`src/design/rtcp_pkg.sv`:
```
`timescale 1ns / 1ps

package rtcp_types_pkg;

    // Default limit on reported packets per payload; the counter is sized for the top of the range
    localparam int MaxPacketsDefault = 16;
    localparam int SeenWidth         = 5;
    localparam int OffsetWidth       = 18;
    localparam int NumWords          = 6;

    // Configuration register indexes
    localparam logic CfgSenderReport = 1'b0;
    localparam logic CfgSourceDesc   = 1'b1;

    localparam logic [7:0] SenderReportReset = 8'd200;
    localparam logic [7:0] SourceDescReset   = 8'd202;

    // Packet byte offsets of interest
    localparam logic [OffsetWidth-1:0] OffHeader   = 18'd0;
    localparam logic [OffsetWidth-1:0] OffType     = 18'd1;
    localparam logic [OffsetWidth-1:0] OffLenHigh  = 18'd2;
    localparam logic [OffsetWidth-1:0] OffLenLow   = 18'd3;
    localparam logic [OffsetWidth-1:0] OffSrEnd    = 18'd28;
    localparam logic [OffsetWidth-1:0] OffSdesEnd  = 18'd8;
    localparam logic [OffsetWidth-1:0] OffItemType = 18'd8;
    localparam logic [OffsetWidth-1:0] OffItemLen  = 18'd9;

    localparam int ResultBits = 244;
    localparam int TdataBits  = 248;

    // Packed; first field in the highest bits
    typedef struct packed {
        logic [3:0]  packet_index;
        logic [7:0]  item_length;
        logic [7:0]  item_type;
        logic [31:0] sender_octets;
        logic [31:0] sender_packets;
        logic [31:0] media_timestamp;
        logic [31:0] ntp_low;
        logic [31:0] ntp_high;
        logic [31:0] source_id;
        logic [15:0] length_words;
        logic [7:0]  packet_type;
        logic [7:0]  header_byte;
    } t_result;

    typedef struct packed {
        logic [7:0] sender_report_type;
        logic [7:0] source_desc_type;
    } t_cfg;

endpackage

```
`src/design/rtcp_parser.sv`:
```
`timescale 1ns / 1ps

module rtcp_parser
    import rtcp_types_pkg::*;
#(
    parameter int MAX_PACKETS = MaxPacketsDefault
) (
    input  logic       i_clk,
    input  logic       i_rst_n,
    input  logic       i_advance,
    input  logic [7:0] i_data_byte,
    input  logic       i_end_of_payload,
    input  t_cfg       i_cfg,
    output logic       o_emit,
    output t_result    o_result
);

    logic [OffsetWidth-1:0] r_offset, n_offset;
    logic [SeenWidth-1:0]   r_seen, n_seen;
    logic [7:0]             r_header, n_header;
    logic [7:0]             r_type, n_type;
    logic [15:0]            r_length, n_length;
    logic [31:0]            r_words [NumWords];
    logic [31:0]            n_words [NumWords];
    logic [7:0]             r_item_type, n_item_type;
    logic [7:0]             r_item_len, n_item_len;

    logic                   done;
    logic [2:0]             sr_word;
    logic [OffsetWidth-1:0] last_off;

    assign sr_word  = r_offset[4:2] - 3'd1;
    assign last_off = {n_length, 2'b11};

    always_comb begin
        n_header    = r_header;
        n_type      = r_type;
        n_length    = r_length;
        n_item_type = r_item_type;
        n_item_len  = r_item_len;
        for (int k = 0; k < NumWords; k++) begin
            n_words[k] = r_words[k];
        end

        if (r_offset == OffHeader) begin
            for (int k = 0; k < NumWords; k++) begin
                n_words[k] = '0;
            end
            n_item_type = '0;
            n_item_len  = '0;
            n_header    = i_data_byte;
        end else if (r_offset == OffType) begin
            n_type = i_data_byte;
        end else if (r_offset == OffLenHigh) begin
            n_length = {i_data_byte, 8'h00};
        end else if (r_offset == OffLenLow) begin
            n_length = {r_length[15:8], i_data_byte};
        end else if (r_type == i_cfg.sender_report_type) begin
            if (r_offset < OffSrEnd) begin
                n_words[sr_word] = {r_words[sr_word][23:0], i_data_byte};
            end
        end else if (r_type == i_cfg.source_desc_type) begin
            if (r_offset < OffSdesEnd) begin
                n_words[0] = {r_words[0][23:0], i_data_byte};
            end else if (r_offset == OffItemType) begin
                n_item_type = i_data_byte;
            end else if (r_offset == OffItemLen) begin
                n_item_len = i_data_byte;
            end
        end

        done   = (r_offset >= OffLenLow) && (r_offset == last_off);
        o_emit = done && (r_seen < SeenWidth'(MAX_PACKETS));

        n_offset = done ? '0 : r_offset + 1'b1;
        n_seen   = o_emit ? r_seen + 1'b1 : r_seen;
        // end of payload restarts packet framing
        if (i_end_of_payload) begin
            n_offset = '0;
            n_seen   = '0;
        end

        o_result.header_byte     = n_header;
        o_result.packet_type     = n_type;
        o_result.length_words    = n_length;
        o_result.source_id       = n_words[0];
        o_result.ntp_high        = n_words[1];
        o_result.ntp_low         = n_words[2];
        o_result.media_timestamp = n_words[3];
        o_result.sender_packets  = n_words[4];
        o_result.sender_octets   = n_words[5];
        o_result.item_type       = n_item_type;
        o_result.item_length     = n_item_len;
        o_result.packet_index    = r_seen[3:0];
    end

    always_ff @(posedge i_clk) begin
        if (!i_rst_n) begin
            r_offset <= '0;
            r_seen   <= '0;
        end else if (i_advance) begin
            r_offset <= n_offset;
            r_seen   <= n_seen;
        end
    end

    always_ff @(posedge i_clk) begin
        if (i_advance) begin
            r_header    <= n_header;
            r_type      <= n_type;
            r_length    <= n_length;
            r_item_type <= n_item_type;
            r_item_len  <= n_item_len;
            for (int k = 0; k < NumWords; k++) begin
                r_words[k] <= n_words[k];
            end
        end
    end

endmodule

```
`src/design/rtcp_compound_packet_parser_top.sv`:
```
`timescale 1ns / 1ps

// RTCP compound packet parser. Takes one payload byte per transaction on the slave
// side (tlast on the final byte of the payload) and presents one transaction on the
// master side per completed RTCP packet, carrying its header and, for sender reports
// and source descriptions, the captured SSRC/timestamp/count or first SDES item.
// Throughput is one byte per clock while the slave side is not stalled: the offset
// counter and field capture update on each accepted byte. A single result register
// sits on the master side; while it holds a result that the master side has not
// taken, the slave side stalls, and it takes the next byte in the same cycle the
// waiting result is accepted. A result appears in the cycle after the packet's last
// byte. Truncated packets give no result; packets after the first MAX_PACKETS of a
// payload are skipped. Configuration writes take effect on the next byte.

module rtcp_compound_packet_parser_top
    import rtcp_types_pkg::*;
#(
    parameter int MAX_PACKETS = MaxPacketsDefault
) (
    input  logic                 i_clk,
    input  logic                 i_rst_n,
    input  logic                 i_cfg_we,
    input  logic                 i_cfg_addr,
    input  logic [7:0]           i_cfg_wdata,
    input  logic                 s_axis_tvalid,
    output logic                 s_axis_tready,
    input  logic [7:0]           s_axis_tdata,   // data_byte
    input  logic                 s_axis_tlast,   // end_of_payload
    output logic                 m_axis_tvalid,
    input  logic                 m_axis_tready,
    // header_byte, packet_type, length_words, source_id, ntp_high, ntp_low,
    // media_timestamp, sender_packets, sender_octets, item_type, item_length,
    // packet_index, zero pad
    output logic [TdataBits-1:0] m_axis_tdata
);

    t_cfg    r_cfg;
    t_result r_out;
    logic    r_out_valid;
    logic    in_fire;
    logic    emit;
    t_result result;

    assign s_axis_tready = !r_out_valid || m_axis_tready;
    assign in_fire       = s_axis_tvalid && s_axis_tready;

    always_ff @(posedge i_clk) begin
        if (!i_rst_n) begin
            r_cfg.sender_report_type <= SenderReportReset;
            r_cfg.source_desc_type   <= SourceDescReset;
        end else if (i_cfg_we) begin
            case (i_cfg_addr)
                CfgSenderReport: r_cfg.sender_report_type <= i_cfg_wdata;
                CfgSourceDesc:   r_cfg.source_desc_type   <= i_cfg_wdata;
                default:         r_cfg <= r_cfg;
            endcase
        end
    end

    rtcp_parser #(
        .MAX_PACKETS (MAX_PACKETS)
    ) u_parser (
        .i_clk            (i_clk),
        .i_rst_n          (i_rst_n),
        .i_advance        (in_fire),
        .i_data_byte      (s_axis_tdata),
        .i_end_of_payload (s_axis_tlast),
        .i_cfg            (r_cfg),
        .o_emit           (emit),
        .o_result         (result)
    );

    always_ff @(posedge i_clk) begin
        if (!i_rst_n) begin
            r_out_valid <= 1'b0;
        end else if (in_fire && emit) begin
            r_out_valid <= 1'b1;
        end else if (m_axis_tready) begin
            r_out_valid <= 1'b0;
        end
    end

    always_ff @(posedge i_clk) begin
        if (in_fire && emit) begin
            r_out <= result;
        end
    end

    assign m_axis_tvalid = r_out_valid;
    assign m_axis_tdata  = {(TdataBits - ResultBits)'(0), r_out};

endmodule
```
`config.mk`:
```
export PLATFORM = sky130hd
export DESIGN_NAME = rtcp_compound_packet_parser_top
export DESIGN_NICKNAME = d
export VERILOG_FILES = /design/src/design/rtcp_pkg.sv /design/src/design/rtcp_parser.sv /design/src/design/rtcp_compound_packet_parser_top.sv
export SDC_FILE = /design/constraint.sdc
export NUM_CORES = 1
export LEC_CHECK = 0
export ABC_AREA = 1
export BUFFER_PORTS_ARGS = -buffer_cell sky130_fd_sc_hd__buf_2
export CAP_MARGIN = 20
export CORE_UTILIZATION = 33
export DETAILED_ROUTE_END_ITERATION = 8
export GPL_TIMING_DRIVEN = 0
export PLACE_DENSITY = 0.62
export SYNTH_ARGS = -nofsm -noshare
export SYNTH_HDL_FRONTEND = slang
export SYNTH_HIERARCHICAL = 1
export SYNTH_SLANG_ARGS = --single-unit
export TNS_END_PERCENT = 30
```
`constraint.sdc`:
```
create_clock -name i_clk -period 21.4 [get_ports i_clk]
set_clock_uncertainty 0.1 [all_clocks]
set_input_delay 0 -clock i_clk [delete_from_list [all_inputs] [get_ports i_clk]]
set_output_delay 0 -clock i_clk [all_outputs]
set_load 0.03 [all_outputs]
```
==> results.md <==
* Lkg Pwr at between 0.01 and 0.015 uW
* Worst path arrival time at 6490 ps
* FF-to-FF path depth at 28
* Filler cell count at 6377
* R2r endpoint: m_axis_tdata[79]
* Clock-pin slew on the worst setup and hold paths at 60 ps
* Syn Std Cell Area at 0.0223 sq mm
* Reg2reg start: u_parser/r_offset[2]
* Final nets at 2350
* Crit path time final at about 6300 ps
* Kind of start point of the critical path: flip-flop
* CTS tree: yes
* Gr busiest metal: met2
* Initial core utilization at 33.6%
* Rows at 94
* Worst setup EP type: flip-flop
* Synth Area per Inst at 11.6 sq um
* # setup viols final at 0
* Status: finished clean
* Internal reg-to-reg setup slack at around 15000 ps
* Gr usage total at 22.5%
* Area Overhead vs Synth at 22.1%
* Synth top area cells: edfxtp_1, o21ai_0, a21oi_1
* EDFF count, synth at between 400 and 500
* Hold EP: r_cfg[2]
* Initial antenna violation count at 1
* Worst EP required at ~22000 ps
* Slowest stage cell, crit path: clkbuf_1
* GP Congestion at approximately 0.95
* Met2 usage at between 30% and 40%
* Detailed router's first-iteration violation count at between 2000 and 2500
* Synth Instances at ~1900
* DP HPWL at approximately 57 mm
* Design area at 0.0272 sq mm
* Max cap viols at 0
* Vias per inst at 5.36
* Hold_ws at 146 ps
* Clock buffer depth at 3
* Placeable Area at 0.0663 sq mm
* Post_cts resized at 0
* DR DRC count at 0
* I/O pin count at 273
* Largest net degree at the start of global routing at 37
* Sequential-to-total area share from yosys stat at 68.7%
* H-tree depth at 2
* Full die area at just under 0.07 sq mm
* Async set-reset flop share out of synthesis at 0%
* Die boundary width at 262 um
* Fmax at 159 MHz
* Placed inst area at 0.0252 sq mm
* Number of global-route vias before repair at 16308
* WL per Instance at 24.4 um
* Syn. warnings at 6
* CTS buffer count at 55
* Smallest setup slack after layout at 15130 ps
* Antenna-violating nets left at 0
* Top cell type's share of synthesized area at 65.2%
* Crit-path most repeated cell: buf_6
* Normalized max-slew margin at 19.5%
* GRT met3 Usage at 4.01%
* Final Hold Vio Count at 0
* Top cell type by total area after synthesis: edfxtp_1
* Unrepaired setup endpoints after global routing: false
* ANT cells at 0
* Final worst-path cycle share at 29.3%
* Max FO, Critical Path at 13
* Yosys reg bits at approximately 520
* Core Util, Final at between 40% and 50%
* Netlist cell types at 49
* Worst hold stages at 4
* Hold_sp: i_cfg_wdata[2]
* Die height at 262 um
* First-pass iteration count of the detailed router at 6
* PD cells at 82.4 mW/mm^2
* GR Util met1 at 32.0%
* IO Port Bufs at 267
* Root buffer cell: clkbuf_16
* Share of layout cells above drive strength 1 at 20.6%
* Worst skew pair latency at ~620 ps
* First-pass GRT wire length at 112 mm
* CP max stage delay at 790 ps
* Peak VDD IR at 0.0561 mV
* DRT Wirelength at 78.7 mm
* Kind of critical path: flip-flop to flip-flop
* Slew Viols, Final at 0
* Total global routing overflow at 0
* Pre-CTS setup slack at 15160 ps
* Worst Hold Class: input port to flip-flop
* Synth Flop Type: edfxtp_1
* Measured slew at the worst slew-check pin at 1200 ps
* Num Clock Sinks at approximately 520
* Vias at 17274
## metrics by stage
stage	cells	total power [uW]	setup TNS, ps
after global placement	3061	1320	-1752110
after floorplan	1930	1260	0
after global routing	3221	2310	0
after detailed placement	3092	1310	0
final	3221	2250	0
after CTS	3221	2260	0
## worst max-delay path, delay by kind of cell (launching register included)
family,cells,cell delay [ps]
fa+ha+maj,1,350
simple gates,14,2100
buf+inv,13,3020
flops,1,360
## flip-flops by register name, summed over array words and instances (netlist names)
signal                flops
m_axis_tdata            244
u_parser/r_words        192
u_parser/r_offset        18
r_cfg                    16
u_parser/r_length        16
u_parser/r_header         8
u_parser/r_item_len       8
u_parser/r_item_type      8
u_parser/r_type           8
u_parser/r_seen           5
m_axis_tvalid             1
## repair_timing
action                    CTS  global route
buffers inserted            0             0
hold endpoints to repair  117             0
hold buffers               33             0
## cell usage in the layout, fill, tap and decap left out, types with 33 or more instances in the layout
cell type and n:
edfxtp_1 484, nor2_1 181, dfxtp_1 40, buf_2 288
a211oi_1 40, o21ai_0 229, clkbuf_16 55, nand2_1 228
a21oi_1 188, nand3_1 61, clkbuf_1 73, inv_1 156
dlygate4sd3_1 33
## power breakdown
group / switching (uW) / leakage (uW) / internal (uW)
clock: 414 / 0.000849 / 531
sequential: 15.3 / 0.00506 / 1150
combinational: 98.3 / 0.00455 / 36.4
## how the worst max path moves through the flow
stage,start,end,slack (ps),depth (start not counted)
after floorplan,u_parser/r_offset[2],m_axis_tdata[0],1060,23
after global placement,u_parser/r_offset[2],m_axis_tdata[179],-7240,23
after detailed placement,u_parser/r_offset[2],m_axis_tdata[84],15160,28
after CTS,u_parser/r_offset[2],m_axis_tdata[123],15130,28
after global routing,u_parser/r_offset[2],m_axis_tdata[84],14680,28
final,u_parser/r_offset[2],m_axis_tdata[79],15130,28
## Yosys cell counts, drive strengths merged, types with 24 or more instances
library cell and count:
o21ai 232, nand3 71, clkbuf 68, a211oi 40, dfxtp 40, nor2 205, buf 41, nand4 25
a21oi 194, edfxtp 484, inv 163, o22ai 24, nand2 241
## logic make-up after synthesis
kind of cell    Yosys count  share of synthesized area [%]
compound gates          526                           13.0
buf+inv                 280                           5.18
fa+ha+maj                 9                          0.505
simple gates            557                           11.3
other cells               1                         0.0168
mux                      12                          0.538
flops                   524                           68.7
xor+xnor                 18                          0.707
## routing by layer
metal	up-vias	part of all wire, %	wire length (um)
met5	-	0	0
met4	0	3.4	2690
met3	137	9.6	7590
met2	984	45	35500
met1	8489	42	32900
li1	7664	-	-
## final cells by class
cell class	count	area [sq um]	area share, %
clock inverter	35	334	1.23
multi-input combinational	1126	5840	21.4
sequential	524	15300	56.3
clock buffer	61	1400	5.14
buffer	109	504	1.85
timing repair buffer	331	2090	7.67
tap	864	1080	3.97
inverter	171	651	2.39
Note: power is estimated with default switching activity, not from simulation.
